$ cat config.mk
export PLATFORM = sky130hd
export DESIGN_NAME = i2c_transaction_list_sequencer
export DESIGN_NICKNAME = d
export VERILOG_FILES = /design/src/sv/itls_pkg.sv /design/src/sv/itls_table.sv /design/src/sv/i2c_transaction_list_sequencer.sv
export SDC_FILE = /design/constraint.sdc
export NUM_CORES = 1
export LEC_CHECK = 0
export BUFFER_PORTS_ARGS = -buffer_cell sky130_fd_sc_hd__buf_4
export CAP_MARGIN = 20
export CORE_MARGIN = 4
export CORE_UTILIZATION = 60
export DETAILED_ROUTE_END_ITERATION = 8
export PLACE_DENSITY = 0.8
export SLEW_MARGIN = 20
export SYNTH_ARGS = -nofsm -noshare
export SYNTH_HDL_FRONTEND = slang
export SYNTH_SLANG_ARGS = --single-unit
$ cat constraint.sdc
create_clock -name clk -period 4.15 [get_ports clk]
set_clock_uncertainty 0.1 [all_clocks]
set_input_delay 1.0375 -clock clk [delete_from_list [all_inputs] [get_ports clk]]
set_output_delay 1.0375 -clock clk [all_outputs]
set_load 0.005 [all_outputs]
$ cat src/sv/itls_pkg.sv
package itls_pkg;

	localparam int MAX_TRANS = 16;
	localparam int IDX_W     = (MAX_TRANS > 1) ? $clog2(MAX_TRANS) : 1;
	localparam int CNT_W     = $clog2(MAX_TRANS + 1);
	localparam int LEN_W     = 9;

	localparam logic [1:0] CMD_LOAD  = 2'd0;
	localparam logic [1:0] CMD_START = 2'd1;
	localparam logic [1:0] CMD_EVENT = 2'd2;

	localparam logic [2:0] FIN_NONE  = 3'd0;
	localparam logic [2:0] FIN_OK    = 3'd1;
	localparam logic [2:0] FIN_PARAM = 3'd2;
	localparam logic [2:0] FIN_ARB   = 3'd3;
	localparam logic [2:0] FIN_NACK  = 3'd4;

	typedef enum logic [1:0] {
		ST_IDLE,
		ST_SCAN,
		ST_DONE
	} state_t;

	typedef struct packed {
		logic                    en;
		logic [IDX_W-1:0]        addr;
		logic signed [LEN_W-1:0] data;
	} tbl_wr_t;

	typedef struct packed {
		logic       issue_start;
		logic       issue_write;
		logic       issue_read;
		logic       send_nack;
		logic       issue_stop;
		logic       clear_int;
		logic       tx_load;
		logic [7:0] tx_value;
		logic       tx_taken;
		logic       rx_valid;
		logic [7:0] rx_data;
		logic [2:0] finish;
	} result_t;

endpackage

$ cat src/sv/itls_table.sv
module itls_table (
	input  logic                                  clk,
	input  itls_pkg::tbl_wr_t                     wr,
	input  logic [itls_pkg::IDX_W-1:0]            rd_addr,
	output logic signed [itls_pkg::LEN_W-1:0]     rd_data
);
	import itls_pkg::*;

	logic signed [LEN_W-1:0] len_q [MAX_TRANS];
	logic signed [LEN_W-1:0] rd_q;

	// registered read: rd_data shows the entry addressed in the previous cycle
	always_ff @(posedge clk) begin
		if (wr.en) begin
			len_q[wr.addr] <= wr.data;
		end
		rd_q <= len_q[rd_addr];
	end

	assign rd_data = rd_q;

endmodule

$ cat src/sv/i2c_transaction_list_sequencer.sv
// I2C transaction list sequencer for one slave. Feed items on the s_ stream with the
// command in s_tuser: a load item writes one signed length into the 16-entry table
// (positive writes, negative reads, zero skips), a start item begins the list at its
// first non-empty entry and commands a start with the address byte, and a bus event
// item advances the running transaction. Every accepted item yields exactly one
// result beat on the m_ stream carrying the bus commands and a finish code
// (1 ok, 2 bad parameter, 3 arbitration lost, 4 not acked). The block takes one item
// at a time and accepts no new item until the result of the last one is registered; a
// start, or a bus event that moves on to the next transaction, first scans the table
// one entry at a time through the single table read port and entry counter. A finished
// result waits in the output register while the next item is already taken. The user
// must write the slave address on the cfg_ channel only while the block is idle; the
// block itself does not enforce this. Table entries never loaded read as garbage and
// must not be reached by a list.
module i2c_transaction_list_sequencer (
	input  logic        clk,
	input  logic        arst_n,
	// config: slave_addr[6:0]
	input  logic        cfg_valid,
	output logic        cfg_ready,
	input  logic [6:0]  cfg_data,
	input  logic        s_tvalid,
	output logic        s_tready,
	// lsb up: desc_index[3:0], desc_length[12:4], trans_count[17:13], lost_arb[18],
	// rx_nack[19], rx_byte[27:20], tx_byte[35:28], zero pad[39:36]
	input  logic [39:0] s_tdata,
	// cmd[1:0]
	input  logic [1:0]  s_tuser,
	output logic        m_tvalid,
	input  logic        m_tready,
	// lsb up: issue_start[0], issue_write[1], issue_read[2], send_nack[3],
	// issue_stop[4], clear_int[5], tx_load[6], tx_value[14:7], tx_taken[15],
	// rx_valid[16], rx_data[24:17], finish[27:25], zero pad[31:28]
	output logic [31:0] m_tdata
);
	import itls_pkg::*;

	state_t state_q, state_d;

	logic [6:0]              addr_q;
	logic [CNT_W-1:0]        list_q, list_d;
	logic [CNT_W-1:0]        cur_q, cur_d;
	logic signed [LEN_W-1:0] rem_q, rem_d;
	logic                    await_q, await_d;
	logic                    busy_q, busy_d;
	logic                    run_q, run_d;   // scan started by a bus event, not by start
	result_t                 res_q, res_d;
	logic                    m_tvalid_q;
	logic [31:0]             m_tdata_q;

	tbl_wr_t                 tbl_wr;
	logic signed [LEN_W-1:0] entry;

	// unpack the input beat
	logic [1:0]              cmd;
	logic [3:0]              desc_index;
	logic signed [LEN_W-1:0] desc_length;
	logic [4:0]              trans_count;
	logic                    lost_arb, rx_nack;
	logic [7:0]              rx_byte, tx_byte;

	assign cmd         = s_tuser;
	assign desc_index  = s_tdata[3:0];
	assign desc_length = s_tdata[12:4];
	assign trans_count = s_tdata[17:13];
	assign lost_arb    = s_tdata[18];
	assign rx_nack     = s_tdata[19];
	assign rx_byte     = s_tdata[27:20];
	assign tx_byte     = s_tdata[35:28];

	logic accept, out_free;
	assign s_tready  = (state_q == ST_IDLE);
	assign accept    = s_tvalid && s_tready;
	assign out_free  = !m_tvalid_q || m_tready;
	assign cfg_ready = 1'b1;

	// shared entry counter: one incrementer serves the scan, the advance and the last test
	logic [CNT_W:0] cur_inc;
	logic           last, scan_end, entry_zero;
	assign cur_inc    = {1'b0, cur_q} + (CNT_W+1)'(1);
	assign last       = cur_inc >= {1'b0, list_q};
	assign scan_end   = cur_q >= list_q;
	assign entry_zero = (entry == '0);

	// shared remaining counter: count toward zero from either side
	logic rem_zero, rem_pos;
	logic signed [LEN_W-1:0] rem_step;
	assign rem_zero = (rem_q == '0);
	assign rem_pos  = !rem_q[LEN_W-1] && !rem_zero;
	assign rem_step = rem_pos ? (rem_q - LEN_W'(1)) : (rem_q + LEN_W'(1));

	logic [CNT_W-1:0] n_sat;
	assign n_sat = (32'(trans_count) > MAX_TRANS) ? CNT_W'(MAX_TRANS) : CNT_W'(trans_count);

	logic advance_ev;
	assign advance_ev = (cmd == CMD_EVENT) && busy_q && !lost_arb && !rx_nack
		&& rem_zero && !last;

	// address the table with the next entry so the registered read lines up with cur_q
	itls_table u_table (
		.clk     (clk),
		.wr      (tbl_wr),
		.rd_addr (cur_d[IDX_W-1:0]),
		.rd_data (entry)
	);

	// next state
	always_comb begin
		state_d = state_q;
		case (state_q)
			ST_IDLE: begin
				if (accept) begin
					if (advance_ev ||
					    ((cmd == CMD_START) && !busy_q && (n_sat != '0))) begin
						state_d = ST_SCAN;
					end else begin
						state_d = ST_DONE;
					end
				end
			end
			ST_SCAN: begin
				if (scan_end || !entry_zero) begin
					state_d = ST_DONE;
				end
			end
			ST_DONE: begin
				if (out_free) begin
					state_d = ST_IDLE;
				end
			end
			default: state_d = ST_IDLE;
		endcase
	end

	// datapath and result
	always_comb begin
		res_d       = res_q;
		list_d      = list_q;
		cur_d       = cur_q;
		rem_d       = rem_q;
		await_d     = await_q;
		busy_d      = busy_q;
		run_d       = run_q;
		tbl_wr.en   = 1'b0;
		tbl_wr.addr = IDX_W'(desc_index);
		tbl_wr.data = desc_length;
		case (state_q)
			ST_IDLE: begin
				if (accept) begin
					res_d = '0;
					case (cmd)
						CMD_LOAD: begin
							tbl_wr.en = (32'(desc_index) < MAX_TRANS);
						end
						CMD_START: begin
							if (!busy_q) begin
								if (n_sat == '0) begin
									res_d.finish = FIN_PARAM;
								end else begin
									list_d = n_sat;
									cur_d  = '0;
									run_d  = 1'b0;
								end
							end
						end
						CMD_EVENT: begin
							if (busy_q) begin
								if (lost_arb) begin
									res_d.clear_int = 1'b1;
									res_d.finish    = FIN_ARB;
									busy_d          = 1'b0;
								end else if (rx_nack) begin
									res_d.clear_int = 1'b1;
									res_d.finish    = (rem_zero && last) ? FIN_OK : FIN_NACK;
									busy_d          = 1'b0;
								end else if (rem_zero) begin
									if (last) begin
										res_d.clear_int = 1'b1;
										res_d.finish    = FIN_OK;
										busy_d          = 1'b0;
									end else begin
										cur_d = cur_inc[CNT_W-1:0];
										run_d = 1'b1;
									end
								end else begin
									res_d.clear_int = 1'b1;
									if (rem_pos) begin
										res_d.tx_load     = 1'b1;
										res_d.tx_value    = tx_byte;
										res_d.tx_taken    = 1'b1;
										res_d.issue_write = 1'b1;
										rem_d             = rem_step;
									end else begin
										// first read event only arms the read
										if (!await_q) begin
											res_d.rx_valid = 1'b1;
											res_d.rx_data  = rx_byte;
											rem_d          = rem_step;
										end
										await_d          = 1'b0;
										res_d.issue_read = 1'b1;
									end
									if (rem_d == '0) begin
										res_d.send_nack  = 1'b1;
										res_d.issue_stop = last;
									end
								end
							end
						end
						default: ;
					endcase
				end
			end
			ST_SCAN: begin
				if (scan_end) begin
					// no non-empty entry left in the list
					if (run_q) begin
						res_d.clear_int  = 1'b1;
						res_d.issue_stop = 1'b1;
					end
					res_d.finish = FIN_PARAM;
					busy_d       = 1'b0;
				end else if (entry_zero) begin
					cur_d = cur_inc[CNT_W-1:0];
				end else begin
					rem_d             = entry;
					await_d           = 1'b1;
					res_d.tx_load     = 1'b1;
					res_d.tx_value    = {addr_q, entry[LEN_W-1]};
					res_d.issue_start = 1'b1;
					res_d.issue_write = 1'b1;
					res_d.clear_int   = 1'b1;
					busy_d            = 1'b1;
				end
			end
			default: ;
		endcase
	end

	always_ff @(posedge clk or negedge arst_n) begin
		if (!arst_n) begin
			state_q    <= ST_IDLE;
			addr_q     <= '0;
			list_q     <= '0;
			cur_q      <= '0;
			rem_q      <= '0;
			await_q    <= 1'b0;
			busy_q     <= 1'b0;
			run_q      <= 1'b0;
			m_tvalid_q <= 1'b0;
		end else begin
			state_q <= state_d;
			list_q  <= list_d;
			cur_q   <= cur_d;
			rem_q   <= rem_d;
			await_q <= await_d;
			busy_q  <= busy_d;
			run_q   <= run_d;
			if (cfg_valid && cfg_ready) begin
				addr_q <= cfg_data;
			end
			// hand the finished result to the output register once it is free
			if ((state_q == ST_DONE) && out_free) begin
				m_tvalid_q <= 1'b1;
			end else if (m_tready) begin
				m_tvalid_q <= 1'b0;
			end
		end
	end

	always_ff @(posedge clk) begin
		res_q <= res_d;
		if ((state_q == ST_DONE) && out_free) begin
			m_tdata_q <= {4'b0, res_q.finish, res_q.rx_data, res_q.rx_valid,
				res_q.tx_taken, res_q.tx_value, res_q.tx_load, res_q.clear_int,
				res_q.issue_stop, res_q.send_nack, res_q.issue_read,
				res_q.issue_write, res_q.issue_start};
		end
	end

	assign m_tvalid = m_tvalid_q;
	assign m_tdata  = m_tdata_q;

endmodule

==> summary.txt, run 1 <==
Status
  • Outcome: finished clean

Routing
  • Final WL: 23.62 mm
  • Routed WL per cell: 21.10 µm
  • Number of vias per cell: 6.279
  • Vias: 7026
  • 1st-pass router iterations: 5
  • Starting DRT DRC Count: 807
  • Detail Route Antenna Nets: 0
  • DRC viols: 0

GRT
  • GR Layer Usage met1: 29.59%
  • GRT Total Usage: 23.65%
  • Initial antenna violation count: 0
  • GRT met2 Usage: 41.91%
  • GRT Max-Usage Layer: met2
  • Met3 GRT Util: 3.721%
  • Gr ovfl total: 0
  • First-pass GRT wire length: 37.02 mm
  • Pin count of the biggest net entering global routing: 64
  • Vias in the first global route: 7161

Layout
  • Fillers: 1139
  • # diodes: 0
  • Final #Nets: 952
  • Final core utilization: 71.68%
  • Layout area overhead: 17.62%
  • Share of layout cells above drive strength 1: 21.92%

Place
  • Post-DP HPWL: 15.37 mm
  • Pre-CTS setup slack: 0.01710 ns
  • Placer Congestion: 0.9043
  • IO buf count: 79

Synthesis
  • Synth area leader: edfxtp_1
  • Post-synth ARST share: 13.39%
  • Top post-synthesis cells by area: edfxtp_1 57%, dfrtp_1 7.7%, and3_1 3.7%
  • Synth Register Bits: 239
  • Post-Syn Area: 0.01047 mm²
  • Syn Inst Count: 775
  • Yosys top cell area share: 56.80%
  • Synth warn: 0
  • Cell with the most instances after synthesis: edfxtp_1
  • Post-synth top flop: edfxtp_1
  • Seq/Total Area, Yosys: 66.17%
  • EDFF count, synth: 198
  • Yosys cell types: 68
  • Commonest cells in the netlist: 198 x edfxtp_1, 62 x and3_1, 55 x nand2_1, 44 x a211oi_1, 41 x nor2_1
  • Syn Area/Cell: 13.51 µm²

Power and ir drop
  • Switching fraction of total power: 31.33%
  • Combinational group share of total power: 29.9%
  • Power density cells: 618.6 mW/mm²
  • VDD IR-drop max: 0.0004074 V
  • Power, Total: 0.007617 W
  • Share of power burned in registers: 40.7%
  • Psw: 0.002386 W
  • Clock power share: 29.4%
  • Int Pwr: 0.005230 W
  • Leak: 4.689 nW

Die
  • Row cnt: 48
  • Core area: 0.01718 mm²
  • Die area: 0.01962 mm²
  • Io pins: 89
  • Chip height: 140.1 µm
  • Initial core utilization: 60.94%
  • Width of the die: 140.1 µm

Clocking
  • CTS Buf Count: 24
  • Worst skew pair latency: 0.52 ns
  • CTS tree: done
  • CTS root buf: clkbuf_16
  • Clock transition at path regs: 0.06 ns
  • Max Buffers Root-to-Sink: 3
  • H-tree levels: 1
  • CTS hold repair buffers: 0
  • CTS sink count: 239

Worst setup path
  • Crit Path Max Fanout: 6
  • CP startpoint kind: flop
  • R2R Path End: res_q[23]
  • Critical Path AT: 4.16 ns
  • Reg2reg start: rem_q[5]
  • WP data required: 4.32 ns
  • CP Capture Type: flop
  • Flop-to-flop setup slack: 0.16 ns
  • FF-to-FF path depth: 13
  • Setup CP Type: flop to flop

STA
  • Peak Freq: 0.2504 GHz
  • Max Slew Vio Count: 0
  • Tcrit/Tclk final: 96.25%
  • Final Setup Violations: 0
  • Slew margin rel.: 36.79%
  • Setup ws final: 0.1557 ns
  • Worst-Margin Slew: 0.9446 ns
  • Final Critical Period: 3.994 ns
  • Fin Setup TNS: 0 ns
  • Fin. Hold Viols: 0

Job
  • Max-cap viol count: 0

Min path
  • Hold Path End: m_tdata[17]
  • Hold Path Stages: 0
  • Hold Crit Class: flop to flop
  • Hold Path Origin: res_q[3]
[cell type report]
cell class	instances	area, µm²	share of cell area [%]
sequential	239	6929	56.28
multi-input combinational	475	3262	26.49
timing repair buffer	116	925.9	7.520
clock buffer	31	648.1	5.264
tap	225	281.5	2.287
clock inverter	13	182.7	1.484
inverter	20	82.58	0.6707
[repair_timing]
item                                    CTS  global route
endpoints found under the setup margin    0            10
gates resized for setup                   0             9
setup buffers                             0             0
[worst max-delay path, cell delays in order, from the launching register on]
cell and delay [ns]:
dfrtp_1 0.42, or4_4 0.60, o31ai_1 0.33, inv_1 0.12, buf_4 0.18, ha_1 0.31, a21oi_1 0.21, o21ai_0 0.15
a2111oi_0 0.44, nor3_1 0.14, xnor2_1 0.14, o21ai_0 0.34, nor4b_2 0.11, a21o_1 0.18
[cells in the final DEF, fill, tap and decap left out, types with 10 or more instances in the layout]
| master | n |
|---|---|
| nand2_1 | 55 |
| nor2_1 | 41 |
| and3_1 | 61 |
| inv_1 | 17 |
| o21ai_0 | 32 |
| edfxtp_1 | 198 |
| nand2b_1 | 11 |
| clkbuf_16 | 26 |
| and2_1 | 11 |
| a21oi_1 | 19 |
| mux2_2 | 10 |
| nor3b_1 | 17 |
| ha_1 | 21 |
| mux2i_1 | 14 |
| a211oi_2 | 13 |
| a211oi_1 | 41 |
| buf_4 | 112 |
| dfrtp_1 | 30 |
| nor3_1 | 12 |
[per-stage QoR]
step | cells | hold slack [ns] | instance area, µm²
2_1_floorplan | 778 | 0.3003 | 10480
3_3_place_gp | 1074 | 0.3008 | 11420
3_5_place_dp | 1074 | 0.3045 | 11420
4_1_cts | 1118 | 0.3192 | 12250
5_1_grt | 1119 | 0.3259 | 12310
6_report | 1119 | 0.3180 | 12310
[per-layer routing]
metal	up-vias	routed length, µm	part of all wire (%)
met3	74	1701	7.2
met4	0	807	3.4
met2	322	12040	51
met5	-	0	0
met1	3430	9065	38
li1	3200	-	-
[worst max-delay path by stage]
| stage | start | to | slack (ns) | depth (start not counted) |
|---|---|---|---|---|
| 2_1_floorplan | rem_q[5] | res_q[23] | 0.32 | 13 |
| 3_3_place_gp | s_tdata[19] | u_table.rd_data[4] | 0.11 | 12 |
| 3_5_place_dp | s_tdata[19] | u_table.rd_data[4] | 0.02 | 12 |
| 4_1_cts | cur_q[0] | u_table.rd_data[6] | 0.06 | 13 |
| 5_1_grt | rem_q[5] | res_q[23] | -0.02 | 13 |
| 6_report | rem_q[5] | res_q[23] | 0.16 | 13 |
[kinds of logic after synthesis]
logic type	count (synthesis)	synth area share (%)
XOR/XNOR	9	0.7531
AND/OR/NAND/NOR	252	13.38
other	2	0.07175
AO/OA/AOI/OAI	163	11.42
buffers and inverters	64	3.096
adder cells (fa/ha/maj)	22	2.701
multiplexers	24	2.415
flip-flops	239	66.17
[registers in the layout, summed over array words and instances (netlist names)]
name             cells
rem_q                9
run_q                1
list_q               5
m_tvalid             1
u_table.len_q      144
res_q               27
m_tdata             27
await_q              1
addr_q               7
busy_q               1
cur_q                5
u_table.rd_data      9
state_q              2
[power by group through the flow]
| stage | Clock, W | Combinational (W) | Sequential, W |
|---|---|---|---|
| 6_report | 0.00224 | 0.00228 | 0.00310 |
| 5_1_grt | 0.00239 | 0.00251 | 0.00312 |
| 4_1_cts | 0.00229 | 0.00222 | 0.00310 |
| 3_5_place_dp | 0 | 0.00221 | 0.00315 |
| 3_3_place_gp | 0 | 0.00210 | 0.00313 |
| 2_1_floorplan | 0 | 0.00152 | 0.00309 |
Note: power is estimated with default switching activity, not from simulation.
==> run 2, diff against run 1 <==
--- a/config.mk
+++ b/config.mk
@@ -8,9 +8,9 @@
 export BUFFER_PORTS_ARGS = -buffer_cell sky130_fd_sc_hd__buf_4
 export CAP_MARGIN = 20
 export CORE_MARGIN = 4
-export CORE_UTILIZATION = 60
+export CORE_UTILIZATION = 54
 export DETAILED_ROUTE_END_ITERATION = 8
-export PLACE_DENSITY = 0.8
+export PLACE_DENSITY = 0.76
 export SLEW_MARGIN = 20
 export SYNTH_ARGS = -nofsm -noshare
 export SYNTH_HDL_FRONTEND = slang
==> constraint.sdc (replaced) <==
create_clock -name clk -period 3.65 [get_ports clk]
set_clock_uncertainty 0.1 [all_clocks]
set_input_delay 0.9125 -clock clk [delete_from_list [all_inputs] [get_ports clk]]
set_output_delay 0.9125 -clock clk [all_outputs]
set_load 0.005 [all_outputs]
==> run 2 against run 1 <==
Effect of this change:
- final cell count rose by 9.2%
- critical path depth is 1 lower
- sequential share of layout area decreased by 3.6 points
- via count is 2.8% higher
- sequential cell count unchanged
- sequential power up 12%
- fmax increased by 9.2%
- the flow now finishes with violations (negative setup slack)
- largest cell class unchanged
- critical endpoint is now u_table.rd_data[4]
==> summary.txt, run 2 (synthesis results as in run 1) <==
Status
  • Outcome: complete, but fails checks (was finished clean)
  • Failing checks: negative setup slack

Clocking
  • Max Buffers Root-to-Sink: 3 (unchanged)
  • CTS Buf Count: 25 (was 24)
  • CTS hold repair buffers: 0 (unchanged)
  • H-tree levels: 1 (unchanged)
  • Clock transition at path regs: 0.06 ns (about the same)
  • CTS root buf: clkbuf_16 (unchanged)
  • CTS sink count: 239 (unchanged)
  • CTS tree: done (unchanged)
  • Worst skew pair latency: 0.53 ns (was 0.52 ns)

Worst setup path
  • Flop-to-flop setup slack: -0.007 ns (was 0.16 ns)
  • FF-to-FF path depth: 12 (was 13)
  • CP Capture Type: flop (unchanged)
  • Setup CP Type: flop to flop (unchanged)
  • WP data required: 3.93 ns (was 4.32 ns)
  • Slowest cell delay on critical path: 0.57 ns (was 0.60 ns)
  • Crit-path cells: or4_4 > buf_4 > nor4_1 > a41o_1 > o22a_4 > buf_12 > nand2_8 > buf_16 > buf_4 > a211oi_2 > nor3b_1 > or4_1 (was or4_4 > o31ai_1 > inv_1 > buf_4 > ha_1 > a21oi_1 > o21ai_0 > a2111oi_0 > nor3_1 > xnor2_1 > o21ai_0 > nor4b_2 > a21o_1)
  • Critical Path AT: 3.93 ns (was 4.16 ns)
  • Critical Path Most Common Cell: buf_4 (was o21ai_0)
  • CP startpoint kind: flop (unchanged)
  • Reg2reg start: rem_q[3] (was rem_q[5])
  • R2R Path End: u_table.rd_data[4] (was res_q[23])
  • CP max stage cell: or4_1 (was or4_4)
  • Crit Path Max Fanout: 7 (was 6)

Layout
  • Commonest non-fill, non-tap cell in the layout: edfxtp_1 (unchanged)
  • Fillers: 1268 (was 1139)
  • # diodes: 0 (unchanged)
  • Max FFs per register: 144 (unchanged)
  • Biggest register: u_table.len_q (unchanged)
  • Final #Nets: 1019 (was 952)
  • Share of layout cells above drive strength 1: 30.98% (was 21.92%)
  • Most frequent cells in the layout: 198 x edfxtp_1, 173 x buf_4, 60 x and3_1, 54 x nand2_1, 41 x nor2_1 (was 198 x edfxtp_1, 112 x buf_4, 61 x and3_1, 55 x nand2_1)
  • Layout area overhead: 25.54% (was 17.62%)

STA
  • Peak Freq: 0.2734 GHz (was 0.2504 GHz)
  • Worst-Margin Slew: 0.6852 ns (was 0.9446 ns)
  • Hold WS: 0.2453 ns (was 0.3180 ns)
  • Setup ws final: -0.007191 ns (was 0.1557 ns)
  • Tcrit/Tclk final: 100.2% (was 96.25%)
  • Max Slew Vio Count: 0 (unchanged)
  • Final Setup Violations: 1 (was 0)
  • Slew margin rel.: 54.22% (was 36.79%)
  • Fin. Hold Viols: 0 (unchanged)
  • Final Critical Period: 3.657 ns (was 3.994 ns)
  • RSZ-0062 raised after global routing: yes

Die
  • Row cnt: 50 (was 48)
  • Core area: 0.01889 mm² (was 0.01718 mm²)
  • Io pins: 89 (unchanged)
  • Die area: 0.02168 mm² (was 0.01962 mm²)
  • Chip height: 147.2 µm (was 140.1 µm)
  • Initial core utilization: 55.40% (was 60.94%)
  • Width of the die: 147.2 µm (was 140.1 µm)

Power and ir drop
  • Power density cells: 709.9 mW/mm² (was 618.6 mW/mm²)
  • VDD IR-drop max: 0.0006226 V (was 0.0004074 V)
  • Leak: 5.099 nW (was 4.689 nW)
  • Power, Total: 0.009329 W (was 0.007617 W)

Place
  • Post-DP HPWL: 15.87 mm (was 15.37 mm)
  • IO buf count: 79 (unchanged)
  • Placer Congestion: 0.9304 (was 0.9043)

Routing
  • Routed WL per cell: 20.69 µm (was 21.10 µm)
  • Final WL: 25.28 mm (was 23.62 mm)
  • DRC viols: 0 (unchanged)
  • Metal2 WL: 12.90 mm (was 12.04 mm)
  • Met3 wire len: 1.777 mm (was 1.701 mm)
  • Top sig layer: met4 (unchanged)
  • Detail Route Antenna Nets: 0 (unchanged)
  • Vias: 7222 (was 7026)
  • 1st-pass router iterations: 5 (unchanged)
  • DRT met1 WL: 9.816 mm (was 9.065 mm)
  • Number of vias per cell: 5.910 (was 6.279)
  • Starting DRT DRC Count: 797 (was 807)

GRT
  • GRT Total Usage: 21.98% (was 23.65%)
  • Initial antenna violation count: 0 (unchanged)
  • Gr ovfl total: 0 (unchanged)
  • First-pass GRT wire length: 38.03 mm (was 37.02 mm)
  • Pin count of the biggest net entering global routing: 47 (was 64)
  • Vias in the first global route: 7086 (was 7161)

Min path
  • Hold Crit Class: input pin to async pin (was flop to flop)

Job
  • Max-cap viol count: 0 (unchanged)
[run 2: how the worst max path moves through the flow]
stage,startpoint,endpoint,cells past startpoint
floorplan,rem_q[5],res_q[23],13
global placement,s_tuser[0],u_table.rd_data[8],14
detailed placement,s_tuser[0],u_table.rd_data[8],14
CTS,rem_q[5],res_q[23],15
global route,rem_q[3],res_q[23],14
finish,rem_q[3],u_table.rd_data[4],12
[run 2: power by group]
part,switching [W],internal [W]
logic,0.00182,0.00164
clock network,0.00103,0.00138
registers,0.000154,0.00331
total,0.00300,0.00633
[run 2: what timing repair did]
action / CTS / global route
gates resized for setup: 14 / 46
endpoints found under the setup margin: 9 / 13
buffers inserted: 0 / 12
pin swaps: 2 / 23
hold endpoints to repair: 0 / 0
cloned: 4 / 1
[run 2: final cells by class]
type                            count  area, µm²  area share (%)
Multi-Input combinational cell    475       3493           26.58
Sequential cell                   239       6927           52.71
Clock inverter                     15      120.1          0.9140
Clock buffer                       31      668.1           5.084
Tap cell                          260      325.3           2.475
Timing Repair Buffer              182       1523           11.59
Inverter                           20      85.08          0.6474
[run 2: through the flow]
stage	setup slack (ns)	instance area, µm²	instances	util [%]	TNS, ns
final	-0.007191	13140	1222	69.56	-0.007191
after global routing	-0.1426	13140	1222	69.56	-0.5221
after CTS	0.007142	12830	1210	67.89	0
after detailed placement	-0.3120	11850	1160	62.72	-2.540
after global placement	-0.2923	11850	1160	62.72	-2.271
after floorplan	0.06722	10490	778	-	0
[run 2: per-layer routing]
layer | GRT usage (%) | vias up
li1 | - | 3322
met1 | 27.84 | 3498
met2 | 39.24 | 337
met3 | 3.486 | 65
met4 | 6.431 | 0
met5 | 0 | -
[run 2: critical path, delay by kind of cell (launching register included)]
kind / cells / cell delay (ns)
AND/OR/NAND/NOR: 5 / 1.68
AO/OA/AOI/OAI: 3 / 0.77
buffers and inverters: 4 / 0.59
flip-flops: 1 / 0.38
==> run 3, diff against run 2 <==
--- a/config.mk
+++ b/config.mk
@@ -8,10 +8,10 @@
 export BUFFER_PORTS_ARGS = -buffer_cell sky130_fd_sc_hd__buf_4
 export CAP_MARGIN = 20
 export CORE_MARGIN = 4
-export CORE_UTILIZATION = 54
+export CORE_UTILIZATION = 35
 export DETAILED_ROUTE_END_ITERATION = 8
-export PLACE_DENSITY = 0.76
 export SLEW_MARGIN = 20
 export SYNTH_ARGS = -nofsm -noshare
 export SYNTH_HDL_FRONTEND = slang
+export SYNTH_HIERARCHICAL = 1
 export SYNTH_SLANG_ARGS = --single-unit
==> run 3 against run 2 <==
Effect of this change:
- critical endpoint is now u_table/rd_data[8]
- largest cell class unchanged
- area after synthesis shrank 3.6%
- die area grew 46%
- non-clock buffer count up 4
- register-to-register slack lost 0.12 ns
- setup slack got worse by 0.12 ns
- largest power group unchanged
- critical path depth grew 3
- sequential power barely moved
- the run still ends with negative setup slack left
- critical path type unchanged
- via count fell by 18%
==> summary.txt, run 3 <==
Synthesis
  • Synth Register Bits: 239 (unchanged)
  • Yosys top cell area share: 58.91% (was 56.80%)
  • EDFF count, synth: 198 (unchanged)
  • Post-synth top flop: edfxtp_1 (unchanged)
  • Yosys cell types: 69 (was 68)
  • Largest family of logic cells by synthesized area: multiplexers (was simple AND/OR/NAND/NOR gates)
  • Top post-synthesis cells by area: edfxtp_1 59%, dfrtp_1 7.9%, mux4_2 4.7% (was edfxtp_1 57%, dfrtp_1 7.7%, and3_1 3.7%)
  • Commonest cells in the netlist: 198 x edfxtp_1, 42 x nand2_1, 42 x nor2_1, 32 x dfrtp_1, 22 x o21ai_0 (was 198 x edfxtp_1, 62 x and3_1, 55 x nand2_1, 44 x a211oi_1, 41 x nor2_1)
  • Synth warn: 6 (was 0)
  • Syn Inst Count: 630 (was 775)
  • Mux share of post-synthesis cell area: 10.00% (was 2.415%)
  • Post-Syn Area: 0.01009 mm² (was 0.01047 mm²)
  • Cell with the most instances after synthesis: edfxtp_1 (unchanged)
  • Post-synthesis adder-cell area fraction: 2.802% (was 2.701%)
  • XOR/XNOR Fraction of Synth Area: 0.6074% (was 0.7530%)
  • Seq/Total Area, Yosys: 68.63% (was 66.17%)
  • Compound-Gate Fraction of Synth Area: 7.524% (was 11.42%)
  • Syn Area/Cell: 16.02 µm² (was 13.51 µm²)
  • Synth Area in Simple Gates: 7.859% (was 13.38%)
  • Post-synth ARST share: 13.39% (unchanged)
  • Synth area leader: edfxtp_1 (unchanged)

Worst setup path
  • CP Capture Type: flop (unchanged)
  • FF-to-FF path depth: 15 (was 12)
  • CP max stage cell: or4_4 (was or4_1)
  • WP data required: 3.96 ns (was 3.93 ns)
  • Critical Path AT: 4.09 ns (was 3.93 ns)
  • Slowest cell delay on critical path: 0.52 ns (was 0.57 ns)
  • Crit-path cells: ha_4 > buf_4 > xor2_1 > ha_1 > o21ai_2 > a21oi_2 > or3_4 > or4_4 > nand2b_4 > mux2_4 > buf_12 > buf_12 > mux4_2 > a22oi_2 > nand2_1 (was or4_4 > buf_4 > nor4_1 > a41o_1 > o22a_4 > buf_12 > nand2_8 > buf_16 > buf_4 > a211oi_2 > nor3b_1 > or4_1)
  • WP buf/inv: 3 (was 4)
  • Flop-to-flop setup slack: -0.13 ns (was -0.007 ns)
  • CP startpoint kind: flop (unchanged)
  • Reg2reg start: cur_q[0] (was rem_q[3])
  • Setup CP Type: flop to flop (unchanged)
  • Crit Path Max Fanout: 6 (was 7)
  • R2R Path End: u_table/rd_data[8] (was u_table.rd_data[4])
  • Critical Path Most Common Cell: buf_12 (was buf_4)
  • CP delay by family, top: simple AND/OR/NAND/NOR gates (unchanged)

Routing
  • DRC viols: 0 (unchanged)
  • Vias: 5945 (was 7222)
  • Detail Route Antenna Nets: 0 (unchanged)
  • 1st-pass router iterations: 4 (was 5)
  • Starting DRT DRC Count: 319 (was 797)
  • Final WL: 21.78 mm (was 25.28 mm)
  • Number of vias per cell: 4.897 (was 5.910)
  • Routed WL per cell: 17.94 µm (was 20.69 µm)

Die
  • Width of the die: 177.8 µm (was 147.2 µm)
  • Core area: 0.02809 mm² (was 0.01889 mm²)
  • Die area: 0.03162 mm² (was 0.02168 mm²)
  • Chip height: 177.8 µm (was 147.2 µm)
  • Io pins: 89 (unchanged)
  • Initial core utilization: 35.94% (was 55.40%)
  • Row cnt: 61 (was 50)

Status
  • Outcome: complete, but fails checks (unchanged)
  • Failing checks: negative setup slack (unchanged)

STA
  • Tcrit/Tclk final: 103.5% (was 100.2%)
  • Hold WS: 0.2458 ns (was 0.2453 ns)
  • Max Slew Vio Count: 0 (unchanged)
  • Slew margin rel.: 50.00% (was 54.22%)
  • Final Critical Period: 3.779 ns (was 3.657 ns)
  • Peak Freq: 0.2646 GHz (was 0.2734 GHz)
  • Final Setup Violations: 9 (was 1)
  • Worst-Margin Slew: 0.7443 ns (was 0.6852 ns)
  • RSZ-0062 raised after global routing: yes (unchanged)
  • Setup ws final: -0.1286 ns (was -0.007191 ns)
  • Fin. Hold Viols: 0 (unchanged)

Place
  • Post-DP HPWL: 14.48 mm (was 15.87 mm)
  • IO buf count: 79 (unchanged)
  • Placer Congestion: 0.8647 (was 0.9304)
  • Pre-CTS setup slack: -0.3020 ns (was -0.3120 ns)

Layout
  • Fillers: 2489 (was 1268)
  • Layout area overhead: 27.42% (was 25.54%)
  • Commonest non-fill, non-tap cell in the layout: edfxtp_1 (unchanged)
  • Max FFs per register: 144 (unchanged)
  • Share of layout cells above drive strength 1: 37.92% (was 30.98%)
  • Multi-input gate area: 0.003110 mm² (was 0.003493 mm²)
  • Biggest register: u_table/len_q (was u_table.len_q)
  • Final core utilization: 45.79% (was 69.56%)
  • Final #Nets: 894 (was 1019)
  • # diodes: 0 (unchanged)
  • Most frequent cells in the layout: 198 x edfxtp_1, 170 x buf_4, 40 x nor2_1, 40 x nand2_1, 35 x mux4_2 (was 198 x edfxtp_1, 173 x buf_4, 60 x and3_1, 54 x nand2_1, 41 x nor2_1)
  • Storage cell area: 0.006928 mm² (was 0.006927 mm²)

Power and ir drop
  • Leak: 4.751 nW (was 5.099 nW)
  • Power density cells: 609.7 mW/mm² (was 709.9 mW/mm²)
  • VDD IR-drop max: 0.0004336 V (was 0.0006226 V)

GRT
  • Pin count of the biggest net entering global routing: 33 (was 47)
  • Vias in the first global route: 6078 (was 7086)
  • Initial antenna violation count: 0 (unchanged)
  • GRT Total Usage: 13.65% (was 21.98%)
  • Gr ovfl total: 0 (unchanged)
  • First-pass GRT wire length: 33.80 mm (was 38.03 mm)

Clocking
  • CTS root buf: clkbuf_16 (unchanged)
  • CTS tree: done (unchanged)
  • CTS sink count: 239 (unchanged)
  • CTS hold repair buffers: 0 (unchanged)
  • CTS Buf Count: 24 (was 25)
  • Max Buffers Root-to-Sink: 3 (unchanged)
  • H-tree levels: 1 (unchanged)
  • Clock transition at path regs: 0.07 ns (was 0.06 ns)
  • Worst skew pair latency: 0.53 ns (about the same)

Min path
  • Hold Crit Class: input pin to async pin (unchanged)

Job
  • Max-cap viol count: 0 (unchanged)
## run 3: cell count changes in the layout (fill, tap and decap cells not counted), moves of 11 or more
cell,delta
and3_1,-54
mux4_2,+35
a211oi_2,-28
a211oi_1,-23
a22oi_2,+17
nor3b_1,-16
nand2_1,-14
mux2i_1,-11
## run 3: how the worst max path moves through the flow
stage	start	end	slack (ns)	depth (start not counted)
2_1_floorplan	rem_q[7]	u_table/rd_data[7]	-0.06	13
3_3_place_gp	cur_q[1]	u_table/rd_data[8]	-0.28	13
3_5_place_dp	cur_q[0]	u_table/rd_data[8]	-0.30	15
4_1_cts	rem_q[7]	u_table/rd_data[1]	-0.20	13
5_1_grt	cur_q[1]	u_table/rd_data[8]	-0.26	16
6_report	cur_q[0]	u_table/rd_data[8]	-0.13	15
## run 3: cell type report
cell class / instances / share of cell area, %
clock inverter: 12 / 0.7491
multi-input combinational: 352 / 24.19
sequential: 239 / 53.87
timing repair buffer: 186 / 12.18
inverter: 15 / 0.4378
clock buffer: 32 / 4.903
tap: 378 / 3.677
## run 3: per-stage QoR
stage	instance area, µm²	instances	setup TNS [ns]	total power (W)
2_1_floorplan	10100	633	-0.4557	0.004678
3_3_place_gp	11710	1150	-2.225	0.005475
3_5_place_dp	11710	1150	-2.473	0.005502
4_1_cts	12720	1212	-1.370	0.007802
5_1_grt	12860	1214	-2.033	0.008302
6_report	12860	1214	-0.9026	0.007842
## run 3: cell families after synthesis
kind of cell               Yosys count
buffers and inverters               42
muxes                               49
AOI/OAI and AO/OA                  110
adders and majority gates           22
xor gates and xnor gates             7
and+or+nand+nor                    159
DFF                                239
other                                2
## run 3: per-layer routing
| metal | vias up | GRT usage [%] | share of wire [%] |
|---|---|---|---|
| li1 | 2833 | - | - |
| met3 | 25 | 2.301 | 6.1 |
| met1 | 2937 | 18.88 | 43 |
| met2 | 150 | 23.13 | 49 |
| met5 | - | 0 | 0 |
| met4 | 0 | 2.320 | 1.4 |
## run 3: power by group
group          switching, W  total (W)  internal [W]
Clock               0.00102    0.00225       0.00124
Sequential         0.000142    0.00344       0.00330
Combinational       0.00111    0.00215       0.00103
## run 3: timing repair
action | CTS | global route
pin swaps | 7 | 17
resized for setup | 19 | 35
cloned | 2 | 1
endpoints found under the setup margin | 9 | 12
endpoints found under the hold margin | 0 | 0
buffers inserted | 16 | 3
